--- config.mk ---
export PLATFORM = sky130hd
export DESIGN_NAME = midpoint_subdivision_line_clipper_core
export DESIGN_NICKNAME = d
export VERILOG_FILES = /design/src/mslc_pkg.sv /design/src/midpoint_subdivision_line_clipper_core.sv
export SDC_FILE = /design/constraint.sdc
export NUM_CORES = 1
export LEC_CHECK = 0
export ABC_CLOCK_PERIOD_IN_PS = 8850
export BUFFER_PORTS_ARGS = -buffer_cell sky130_fd_sc_hd__buf_2
export CORE_ASPECT_RATIO = 1.2
export CORE_MARGIN = 10
export CORE_UTILIZATION = 62
export DETAILED_ROUTE_END_ITERATION = 8
export PLACE_DENSITY = 0.79
export SLEW_MARGIN = 20
export SYNTH_ARGS = -nofsm -noshare
export SYNTH_HDL_FRONTEND = slang
export SYNTH_SLANG_ARGS = --single-unit
export TNS_END_PERCENT = 100
--- constraint.sdc ---
create_clock -name clock -period 8.85 [get_ports clock]
set_input_delay 0.885 -clock clock [delete_from_list [all_inputs] [get_ports clock]]
set_output_delay 0.885 -clock clock [all_outputs]
set_load 0.005 [all_outputs]
--- src/mslc_pkg.sv ---
// ----------------------------------------------------------------------------
// mslc_pkg
// Shared types and constants for the midpoint subdivision line clipper.
// ----------------------------------------------------------------------------
package mslc_pkg;

   localparam int CSR_INDEX_BITS = 2;

   typedef enum logic [CSR_INDEX_BITS-1:0] {
      CSR_WIN_LEFT   = 2'd0,
      CSR_WIN_RIGHT  = 2'd1,
      CSR_WIN_BOTTOM = 2'd2,
      CSR_WIN_TOP    = 2'd3
   } csr_index_type;

   typedef enum logic [3:0] {
      ST_IDLE   = 4'b0001,
      ST_EVAL   = 4'b0010,
      ST_POP    = 4'b0100,
      ST_FINISH = 4'b1000
   } state_type;

   // outcode bit positions
   localparam int OC_LEFT   = 0;
   localparam int OC_TOP    = 1;
   localparam int OC_RIGHT  = 2;
   localparam int OC_BOTTOM = 3;

endpackage

--- src/midpoint_subdivision_line_clipper_core.sv ---
// ----------------------------------------------------------------------------
// midpoint_subdivision_line_clipper_core
// Clips one segment against a window by midpoint subdivision.
// ----------------------------------------------------------------------------
// Usage:
//  - Request channel (req_*): one segment per transaction, two endpoints.
//  - Response channel (rsp_*): one transaction per segment; visible flag,
//    start of the first kept piece and end of the last kept piece (zero
//    when nothing is visible).
//  - CSR port (csr_*): window bounds, to be written by the user only while
//    the core is idle; the core itself does not enforce this.
//  - Every piece is evaluated in the evaluation state; every piece taken
//    back from the pending-piece stack first passes through the pop state
//    for the registered memory read.
//  - One segment at a time; the next request is taken in the cycle after
//    the response register is loaded, even if that response is still
//    waiting.
//  - A stalled response holds the response register; the core finishes
//    its current segment and then waits before loading the next result.
//  - Reset sets the window to the full coordinate range and empties the
//    response register. The stack memory needs no clearing.
// ----------------------------------------------------------------------------
module midpoint_subdivision_line_clipper_core #(
   parameter int COORD_BITS  = 10,
   parameter int STACK_DEPTH = 16
) (
   input  logic                                clock,
   input  logic                                reset,
   input  logic                                req_valid,
   output logic                                req_ready,
   input  logic [COORD_BITS-1:0]               req_start_x,
   input  logic [COORD_BITS-1:0]               req_start_y,
   input  logic [COORD_BITS-1:0]               req_end_x,
   input  logic [COORD_BITS-1:0]               req_end_y,
   output logic                                rsp_valid,
   input  logic                                rsp_ready,
   output logic                                rsp_visible,
   output logic [COORD_BITS-1:0]               rsp_clip_start_x,
   output logic [COORD_BITS-1:0]               rsp_clip_start_y,
   output logic [COORD_BITS-1:0]               rsp_clip_end_x,
   output logic [COORD_BITS-1:0]               rsp_clip_end_y,
   input  logic                                csr_wr_en,
   input  logic [mslc_pkg::CSR_INDEX_BITS-1:0] csr_index,
   input  logic [COORD_BITS-1:0]               csr_wdata
);
   import mslc_pkg::*;

   localparam int PIECE_W = 4 * COORD_BITS;
   localparam int LVL_W   = $clog2(STACK_DEPTH + 1);
   localparam int IDX_W   = $clog2(STACK_DEPTH);

   // window
   logic [COORD_BITS-1:0] win_left_ff, win_right_ff, win_bottom_ff, win_top_ff;

   always_ff @(posedge clock) begin
      if (reset) begin
         win_left_ff   <= '0;
         win_right_ff  <= '1;
         win_bottom_ff <= '0;
         win_top_ff    <= '1;
      end else if (csr_wr_en) begin
         case (csr_index_type'(csr_index))
            CSR_WIN_LEFT:   win_left_ff   <= csr_wdata;
            CSR_WIN_RIGHT:  win_right_ff  <= csr_wdata;
            CSR_WIN_BOTTOM: win_bottom_ff <= csr_wdata;
            CSR_WIN_TOP:    win_top_ff    <= csr_wdata;
            default: ;
         endcase
      end
   end

   // control and piece registers
   state_type             state_ff, state_in;
   logic [LVL_W-1:0]      level_ff, level_in;
   logic                  found_ff, found_in;
   logic [COORD_BITS-1:0] ax_ff, ay_ff, bx_ff, by_ff;
   logic [COORD_BITS-1:0] ax_in, ay_in, bx_in, by_in;
   logic [COORD_BITS-1:0] fsx_ff, fsy_ff, lex_ff, ley_ff;
   logic [COORD_BITS-1:0] fsx_in, fsy_in, lex_in, ley_in;
   logic                  rsp_valid_ff, rsp_valid_in;
   logic                  rsp_vis_ff, rsp_vis_in;
   logic [COORD_BITS-1:0] rsx_ff, rsy_ff, rex_ff, rey_ff;
   logic [COORD_BITS-1:0] rsx_in, rsy_in, rex_in, rey_in;

   // stack memory
   logic [PIECE_W-1:0]    stack_mem [STACK_DEPTH];
   logic [PIECE_W-1:0]    mem_rd_ff;
   logic                  push_en;
   logic [PIECE_W-1:0]    push_data;
   logic [IDX_W-1:0]      push_idx, pop_idx;
   logic [LVL_W-1:0]      level_dec;

   // piece evaluation
   logic [3:0]            ca, cb;
   logic [COORD_BITS:0]   sum_x, sum_y;
   logic [COORD_BITS-1:0] mx, my, dx, dy;
   logic                  short_piece, drop_piece, keep_piece, split_piece;
   logic                  out_free;

   always_comb begin
      ca[OC_LEFT]   = ax_ff < win_left_ff;
      ca[OC_TOP]    = ay_ff > win_top_ff;
      ca[OC_RIGHT]  = ax_ff > win_right_ff;
      ca[OC_BOTTOM] = ay_ff < win_bottom_ff;
      cb[OC_LEFT]   = bx_ff < win_left_ff;
      cb[OC_TOP]    = by_ff > win_top_ff;
      cb[OC_RIGHT]  = bx_ff > win_right_ff;
      cb[OC_BOTTOM] = by_ff < win_bottom_ff;
      sum_x = {1'b0, ax_ff} + {1'b0, bx_ff};
      sum_y = {1'b0, ay_ff} + {1'b0, by_ff};
      mx = sum_x[COORD_BITS:1];
      my = sum_y[COORD_BITS:1];
      dx = (ax_ff > bx_ff) ? ax_ff - bx_ff : bx_ff - ax_ff;
      dy = (ay_ff > by_ff) ? ay_ff - by_ff : by_ff - ay_ff;
      short_piece = (dx <= COORD_BITS'(1)) && (dy <= COORD_BITS'(1));
      drop_piece  = (ca & cb) != 4'd0;
      keep_piece  = !drop_piece &&
                    ((ca == 4'd0 && cb == 4'd0) || (short_piece && ca == 4'd0));
      split_piece = !drop_piece && !(ca == 4'd0 && cb == 4'd0) && !short_piece;
   end

   assign level_dec = level_ff - LVL_W'(1);
   assign push_idx  = level_ff[IDX_W-1:0];
   assign pop_idx   = level_dec[IDX_W-1:0];
   assign push_data = {by_ff, bx_ff, my, mx};
   assign push_en   = (state_ff == ST_EVAL) && split_piece &&
                      (level_ff < LVL_W'(STACK_DEPTH));
   assign out_free  = !rsp_valid_ff || rsp_ready;

   always_ff @(posedge clock) begin
      if (push_en) begin
         stack_mem[push_idx] <= push_data;
      end
      mem_rd_ff <= stack_mem[pop_idx];
   end

   always_comb begin
      state_in     = state_ff;
      level_in     = level_ff;
      found_in     = found_ff;
      ax_in        = ax_ff;
      ay_in        = ay_ff;
      bx_in        = bx_ff;
      by_in        = by_ff;
      fsx_in       = fsx_ff;
      fsy_in       = fsy_ff;
      lex_in       = lex_ff;
      ley_in       = ley_ff;
      rsp_valid_in = rsp_valid_ff && !rsp_ready;
      rsp_vis_in   = rsp_vis_ff;
      rsx_in       = rsx_ff;
      rsy_in       = rsy_ff;
      rex_in       = rex_ff;
      rey_in       = rey_ff;
      case (state_ff)
         ST_IDLE: begin
            if (req_valid) begin
               ax_in    = req_start_x;
               ay_in    = req_start_y;
               bx_in    = req_end_x;
               by_in    = req_end_y;
               level_in = '0;
               found_in = 1'b0;
               state_in = ST_EVAL;
            end
         end
         ST_EVAL: begin
            if (keep_piece) begin
               if (!found_ff) begin
                  fsx_in = ax_ff;
                  fsy_in = ay_ff;
               end
               found_in = 1'b1;
               lex_in   = bx_ff;
               ley_in   = by_ff;
            end
            if (split_piece) begin
               if (push_en) begin
                  level_in = level_ff + LVL_W'(1);
               end
               bx_in = mx;
               by_in = my;
            end else if (level_ff == '0) begin
               state_in = ST_FINISH;
            end else begin
               level_in = level_dec;
               state_in = ST_POP;
            end
         end
         ST_POP: begin
            ax_in    = mem_rd_ff[COORD_BITS-1:0];
            ay_in    = mem_rd_ff[2*COORD_BITS-1:COORD_BITS];
            bx_in    = mem_rd_ff[3*COORD_BITS-1:2*COORD_BITS];
            by_in    = mem_rd_ff[PIECE_W-1:3*COORD_BITS];
            state_in = ST_EVAL;
         end
         ST_FINISH: begin
            if (out_free) begin
               rsp_valid_in = 1'b1;
               rsp_vis_in   = found_ff;
               rsx_in       = found_ff ? fsx_ff : '0;
               rsy_in       = found_ff ? fsy_ff : '0;
               rex_in       = found_ff ? lex_ff : '0;
               rey_in       = found_ff ? ley_ff : '0;
               state_in     = ST_IDLE;
            end
         end
         default: state_in = ST_IDLE;
      endcase
   end

   always_ff @(posedge clock) begin
      if (reset) begin
         state_ff     <= ST_IDLE;
         level_ff     <= '0;
         found_ff     <= 1'b0;
         rsp_valid_ff <= 1'b0;
      end else begin
         state_ff     <= state_in;
         level_ff     <= level_in;
         found_ff     <= found_in;
         rsp_valid_ff <= rsp_valid_in;
      end
   end

   always_ff @(posedge clock) begin
      ax_ff      <= ax_in;
      ay_ff      <= ay_in;
      bx_ff      <= bx_in;
      by_ff      <= by_in;
      fsx_ff     <= fsx_in;
      fsy_ff     <= fsy_in;
      lex_ff     <= lex_in;
      ley_ff     <= ley_in;
      rsp_vis_ff <= rsp_vis_in;
      rsx_ff     <= rsx_in;
      rsy_ff     <= rsy_in;
      rex_ff     <= rex_in;
      rey_ff     <= rey_in;
   end

   assign req_ready        = (state_ff == ST_IDLE);
   assign rsp_valid        = rsp_valid_ff;
   assign rsp_visible      = rsp_vis_ff;
   assign rsp_clip_start_x = rsx_ff;
   assign rsp_clip_start_y = rsy_ff;
   assign rsp_clip_end_x   = rex_ff;
   assign rsp_clip_end_y   = rey_ff;

   // assertions
   a_level_bound: assert property (@(posedge clock) disable iff (reset)
      level_ff <= LVL_W'(STACK_DEPTH))
      else $error("stack level beyond depth");

   a_pop_after_eval: assert property (@(posedge clock) disable iff (reset)
      state_ff == ST_POP |-> $past(state_ff == ST_EVAL) && $past(level_ff) != '0)
      else $error("pop without a pending piece");

   a_fresh_segment: assert property (@(posedge clock) disable iff (reset)
      req_valid && req_ready |=> state_ff == ST_EVAL && level_ff == '0 && !found_ff)
      else $error("segment started with stale state");

   a_hidden_zero: assert property (@(posedge clock) disable iff (reset)
      rsp_valid && !rsp_visible |-> rsp_clip_start_x == '0 && rsp_clip_start_y == '0 &&
                                    rsp_clip_end_x == '0 && rsp_clip_end_y == '0)
      else $error("hidden segment with nonzero coordinates");

endmodule

==> out/metrics.cfg, run 1 <==
[global_routing]
grt_max_degree = 75
grt_usage_pct = 26.22
grt_pass1_wl_mm = 131.9
grt-ovfl-total = 0
antenna_found_initial = 3
grt_pass1_vias = 20450

[floorplanning]
dieArea_mm2 = 0.06801
coreArea_mm2 = 0.05730
ios = 100
die_x_um = 239.7
fp.dieH_um = 283.7
floorplan.rows = 96
start_util_pct = 62.70

[final_layout]
num_antenna_cells = 0
fillers = 3436
drive_gt1_share_pct = 24.28
syn2layout_area_growth_pct = 11.97
reg_top3 = stack_mem: 640 flops, mem_rd_ff: 40 flops
largest_reg_flops = 640
final_common_cell = edfxtp_1
layout.nets = 2392
final_cell_mix = edfxtp_1, mux4_2, ha_1
top_register = stack_mem

[cts]
postCtsSetupBuffers = 0
hold_buffers = 0
clockBufferDepth = 3
clock_sinks = 852
h-tree-depth = 3
cts_tree = yes
cts-resized-gates = 0
numCtsBuffers = 76
clk_pin_slew_ps = 60
clk_latency_ps = 650
cts-root-buf = clkbuf_16

[setup_path]
reg2reg_setup_slack_ps = 3220
path_class = flip-flop to flip-flop
required_ps = 9110
slowest_delay_ps = 860
crit_slowest_cell = edfxtp_1
crit_fanout = 40
critPathBufInv = 2
crit_chain = inv_1, fa_1, a211oi_1, o21bai_1, a21oi_1, nor4b_1, nor3_1, nand4_1, o31ai_4, a21oi_4, nand2_1, nor4b_2, buf_4
endpoint_kind = flip-flop
path_delay_family = simple AND/OR/NAND/NOR gates
cp.arrival_ps = 5890
worst_setup_path_start_kind = flip-flop

[detailed_routing]
drc = 0
drtIter0Drc = 2357
wl_per_cell_um = 29.70
wl_mm = 88.74
ant_nets = 0
vias = 19910
viasPerCell = 6.662
firstDrtPassIters = 5

[yosys]
muxShareOfSynthArea_pct = 13.32
ys_seq_area_share_pct = 68.68
avgSynthCellArea_um2 = 17.55
synth_edf_count = 761
synth_top_family_by_area = multiplexers
ys_ff_latch = 852
synthArstFlopShare_pct = 0
synth_compound_area_share_pct = 5.291
syn-num-nets = 2249
synth_cell_types = 73
netlist_area_mm2 = 0.03592
synth_top_area_share_pct = 63.61
synthSimpleGateAreaFrac_pct = 4.584
synth_area_leaders = edfxtp_1, mux4_2, dfxtp_1, ha_1, a21oi_1
synth-warning-count = 0
synthAdderAreaFrac_pct = 5.176
synth_xor_area_share_pct = 0.8046
synth_cells = 2047
yosys.area.top_type = edfxtp_1
synth_ff_type = edfxtp_1

[pwr]
irDropWorstVdd_uv = 208.9
powerDensity_mw_per_mm2 = 347.4
p_leak_nw = 13.75

[timing]
finalCritPeriodShare_pct = 63.63
hold_ws_ps = 452.6
max_freq_ghz = 0.1776
setup_tns_ps = 0
finalHoldViolations = 0
setup_viol = 0
drv_slew = 0
fin_skew_ps = 20.66
rsz0062_at_grt = no
worst_pin_slew_ps = 1148
max_slew_margin_pct = 23.40
fin_crit_ps = 5631

[job]
cap_violations = 0

[hold_path]
worstHoldPathType = flip-flop to flip-flop

[placed_design]
portBuffers = 99
gp_congestion = 0.8754
dp_hpwl_mm = 52.23

[outcome]
status = finished clean

final timing paths:
path	end	from	cells after the start
worst min register to register	win_bottom_ff[1]$_SDFFE_PP0P_	win_bottom_ff[1]$_SDFFE_PP0P_	2
worst max register to register	stack_mem[5][31]$_DFFE_PP_	by_ff[1]$_DFFE_PP_	13
worst min-delay path	win_bottom_ff[1]$_SDFFE_PP0P_	win_bottom_ff[1]$_SDFFE_PP0P_	2
worst max-delay path	stack_mem[5][31]$_DFFE_PP_	by_ff[1]$_DFFE_PP_	13
power by group:
group | internal, W | switching, W | leakage (nW)
registers | 0.00560 | 0.000512 | 7.61
clock network | 0.00190 | 0.00148 | 1.23
logic | 0.00171 | 0.00277 | 4.91
total | 0.00921 | 0.00476 | 13.7
synthesized netlist by cell type (4+ instances only):
master and n:
nor2b_1 12, and3_1 5, a21oi_1 86, nand2b_1 7
o32ai_1 6, clkbuf_1 64, nand3_1 17, and2_1 40
o31ai_1 6, xnor2_1 24, nand2_1 87, nand4_1 9
a211oi_1 9, nor3_1 15, nor4b_1 9, nor2_1 78
o21ai_0 22, nor3b_1 5, dfxtp_1 91, o21a_1 10
o211ai_1 6, a22o_1 5, nor4_1 17, mux4_2 200
mux2i_1 4, buf_4 4, a31oi_1 11, or3_1 5
buf_2 10, inv_1 103, and4_1 5, a21o_1 21
o21bai_1 21, fa_1 6, xor2_1 9, edfxtp_1 761
buf_1 12, a22oi_1 17, ha_1 139, a211o_1 20
mux2_2 20
worst register-to-register path, stage by stage, from the launching register on:
cell and delay (ps):
edfxtp_1 860, inv_1 200, fa_1 490, a211oi_1 360, o21bai_1 120, a21oi_1 230, nor4b_1 270, nor3_1 150
nand4_1 130, o31ai_4 130, a21oi_4 420, nand2_1 640, nor4b_2 560, buf_4 680
logic make-up (layout without fill, tap and decap cells):
kind of cell               count (synthesis)  count (layout)
DFF                                      852             852
AOI/OAI and AO/OA                        273             273
and+or+nand+nor                          323             323
buffers and inverters                    196             402
xor gates and xnor gates                  33              33
muxes                                    225             225
adders and majority gates                145             145
through the flow:
step	total power [W]	cell area [um^2]	cells	util (%)	setup slack, ps
floorplan	0.008845	35920	2047	-	1276
global placement	0.01038	37570	2844	65.57	3868
detailed placement	0.01054	37580	2844	65.59	3479
CTS	0.01395	40130	2985	70.05	3303
global route	0.01455	40220	2988	70.21	2982
finish	0.01397	40220	2988	70.21	3219
metal layers:
| metal | up-vias | share of wire [%] | GRT usage [%] |
|---|---|---|---|
| li1 | 8373 | - | - |
| met1 | 10160 | 37 | 33.94 |
| met2 | 1177 | 50 | 43.31 |
| met3 | 192 | 9.2 | 4.934 |
| met4 | 2 | 3.3 | 10.31 |
| met5 | - | 0.014 | 0 |
cell type report:
class	count	area [um^2]	area share (%)
timing repair buffer	156	975.9	2.426
clock inverter	42	494.2	1.229
inverter	105	394.1	0.9798
tap	735	919.6	2.286
multi-input combinational	999	10700	26.61
sequential	852	24680	61.35
clock buffer	99	2059	5.120
(Power assumes the default switching activity.)
==> run 2, diff against run 1 <==
Settings changed: ABC_CLOCK_PERIOD_IN_PS 8850 to 5800.
Clock period 8.85 ns to 5.8 ns, I/O delays scaled along.
==> run 2 against run 1 <==
Net effect: via count rose by 1.3%; clock-buffer cell count up 1; sequential power rose by 53%; sequential share of layout area shrank 0.44 points; flip-flop and latch count stayed put; maximum frequency grew 7.6%; worst hold slack worse by 220 ps; wire length rose by 2.0%; non-clock buffer count is 5 higher; critical path type unchanged; largest cell class unchanged; largest power group unchanged; highest routed layer unchanged.
==> out/metrics.cfg, run 2 (same netlist as run 1, synthesis figures left out) <==
[outcome]
status = finished clean  ; unchanged

[timing]
max_freq_ghz = 0.1911  ; was 0.1776 GHz
fin_crit_ps = 5232  ; was 5631 ps
drv_slew = 0  ; unchanged
rsz0062_at_grt = no  ; unchanged
setup_tns_ps = 0  ; unchanged
setup_ws_ps = 568.1  ; was 3219 ps
setup_viol = 0  ; unchanged
finalCritPeriodShare_pct = 90.21  ; was 63.63%
fin_skew_ps = 29.94  ; was 20.66 ps
max_slew_margin_pct = 25.17  ; was 23.40%
finalHoldViolations = 0  ; unchanged
worst_pin_slew_ps = 1121  ; was 1148 ps
hold_ws_ps = 234.0  ; was 452.6 ps

[setup_path]
worst_setup_path_start_kind = flip-flop  ; unchanged
endpoint_kind = flip-flop  ; unchanged
cp.arrival_ps = 5480  ; was 5890 ps
required_ps = 6050  ; was 9110 ps
path_class = flip-flop to flip-flop  ; unchanged
r2r_cells = 14  ; was 13
reg2reg_setup_slack_ps = 570  ; was 3220 ps
crit_fanout = 26  ; was 40

[final_layout]
fillers = 3350  ; was 3,436
drive_gt1_share_pct = 25.01  ; was 24.28%
final_cell_mix = edfxtp_1, mux4_2, ha_1  ; unchanged
stdcell_count = 2998  ; was 2,988
layout.nets = 2400  ; was 2,392
largest_reg_flops = 640  ; unchanged
final_area_mm2 = 0.04052  ; was 0.04022 mm^2
reg_top3 = stack_mem: 640 flops, mem_rd_ff: 40 flops  ; unchanged
syn2layout_area_growth_pct = 12.79  ; was 11.97%
num_antenna_cells = 0  ; unchanged
top_register = stack_mem  ; unchanged
final_common_cell = edfxtp_1  ; unchanged

[placed_design]
gp_congestion = 0.8589  ; was 0.8754
placedCellCount = 2851  ; was 2,844
dp_hpwl_mm = 52.84  ; was 52.23 mm
place_area_mm2 = 0.03771  ; was 0.03758 mm^2
post-place-ws_ps = 889.9  ; was 3479 ps
portBuffers = 99  ; unchanged

[floorplanning]
floorplan.rows = 96  ; unchanged
coreArea_mm2 = 0.05730  ; unchanged
dieArea_mm2 = 0.06801  ; unchanged
ios = 100  ; unchanged
die_x_um = 239.7  ; unchanged
fp.dieH_um = 283.7  ; unchanged
start_util_pct = 62.70  ; unchanged

[detailed_routing]
wl_per_cell_um = 30.20  ; was 29.70 um
firstDrtPassIters = 5  ; unchanged
viasPerCell = 6.727  ; was 6.662
wl_mm = 90.54  ; was 88.74 mm
drc = 0  ; unchanged
vias = 20170  ; was 19.91k
ant_nets = 0  ; unchanged
drtIter0Drc = 2349  ; was 2,357

[pwr]
switching_share_pct = 34.21  ; was 34.09%
p_leak_nw = 13.92  ; was 13.75 nW
powerDensity_mw_per_mm2 = 537.5  ; was 347.4 mW/mm^2
combPwrFrac_pct = 32.0  ; about the same
seqPwrFrac_pct = 42.9  ; was 43.8%
switching_power_w = 0.007450  ; was 0.004763 W
p_int_w = 0.01433  ; was 0.009211 W
clockPowerShare_pct = 25.2  ; was 24.2%
irDropWorstVdd_uv = 329.8  ; was 208.9 uV

[cts]
clk_latency_ps = 640  ; was 650 ps
clock_sinks = 852  ; unchanged
h-tree-depth = 3  ; unchanged
numCtsBuffers = 79  ; was 76
cts-resized-gates = 0  ; unchanged
postCtsSetupBuffers = 0  ; unchanged
hold_buffers = 0  ; unchanged
clockBufferDepth = 3  ; unchanged
cts-root-buf = clkbuf_16  ; unchanged
cts_tree = yes  ; unchanged
clk_pin_slew_ps = 70  ; was 60 ps

[job]
cap_violations = 0  ; unchanged

[global_routing]
grt_usage_pct = 26.87  ; was 26.22%
grt_max_degree = 87  ; was 75
grt_pass1_vias = 20610  ; was 20.45k
grt-ovfl-total = 0  ; unchanged
antenna_found_initial = 3  ; unchanged
grt_pass1_wl_mm = 134.8  ; was 131.9 mm

[hold_path]
worstHoldPathType = input port to flip-flop  ; was flip-flop to flip-flop
hold_depth = 3  ; was 2

run 2: power groups by stage:
stage                     Sequential, W  Combinational, W  Clock (W)
after global routing            0.00941           0.00746    0.00575
final                           0.00934           0.00696    0.00548
after floorplan                 0.00903           0.00447          0
after CTS                       0.00934           0.00683    0.00553
after global placement          0.00939           0.00655          0
after detailed placement        0.00944           0.00670          0
run 2: worst paths after layout:
check	from	end
setup / recovery	by_ff[1]$_DFFE_PP_	stack_mem[7][36]$_DFFE_PP_
hold / removal	csr_wdata[0]	win_top_ff[0]$_SDFFE_PP1P_
setup reg to reg	by_ff[1]$_DFFE_PP_	stack_mem[7][36]$_DFFE_PP_
hold reg to reg	win_bottom_ff[9]$_SDFFE_PP0P_	win_bottom_ff[9]$_SDFFE_PP0P_
run 2: area by class of cell:
| cell class | instances | area, um^2 | share of cell area, % |
|---|---|---|---|
| Clock buffer | 100 | 2202 | 5.435 |
| Clock inverter | 46 | 528.0 | 1.303 |
| Inverter | 105 | 394.1 | 0.9727 |
| Multi-Input combinational cell | 999 | 10800 | 26.66 |
| Sequential cell | 852 | 24680 | 60.91 |
| Tap cell | 735 | 919.6 | 2.270 |
| Timing Repair Buffer | 161 | 993.5 | 2.452 |
run 2: stage by stage:
step,power [W],util (%)
floorplan,0.01350,-
global placement,0.01594,65.81
detailed placement,0.01614,65.82
CTS,0.02170,70.59
global route,0.02262,70.72
finish,0.02178,70.72
run 2: routing by layer:
| metal | global-route usage (%) | part of all wire (%) | vias to the layer above |
|---|---|---|---|
| met3 | 4.759 | 9.1 | 205 |
| met1 | 35.33 | 37 | 10350 |
| met4 | 10.12 | 3.2 | 2 |
| li1 | - | - | 8404 |
| met5 | 0 | 0.013 | - |
| met2 | 44.23 | 51 | 1207 |
run 2: critical path, stage by stage (launching register included):
cell and delay [ps]:
edfxtp_1 890, inv_1 190, fa_1 490, a211oi_1 350, o21bai_1 130, a21oi_1 230, nor4b_1 280, nor3_1 160
nand4_1 140, o31ai_4 130, a21oi_4 460, nand2_1 130, buf_4 280, nor4b_2 400, buf_4 520
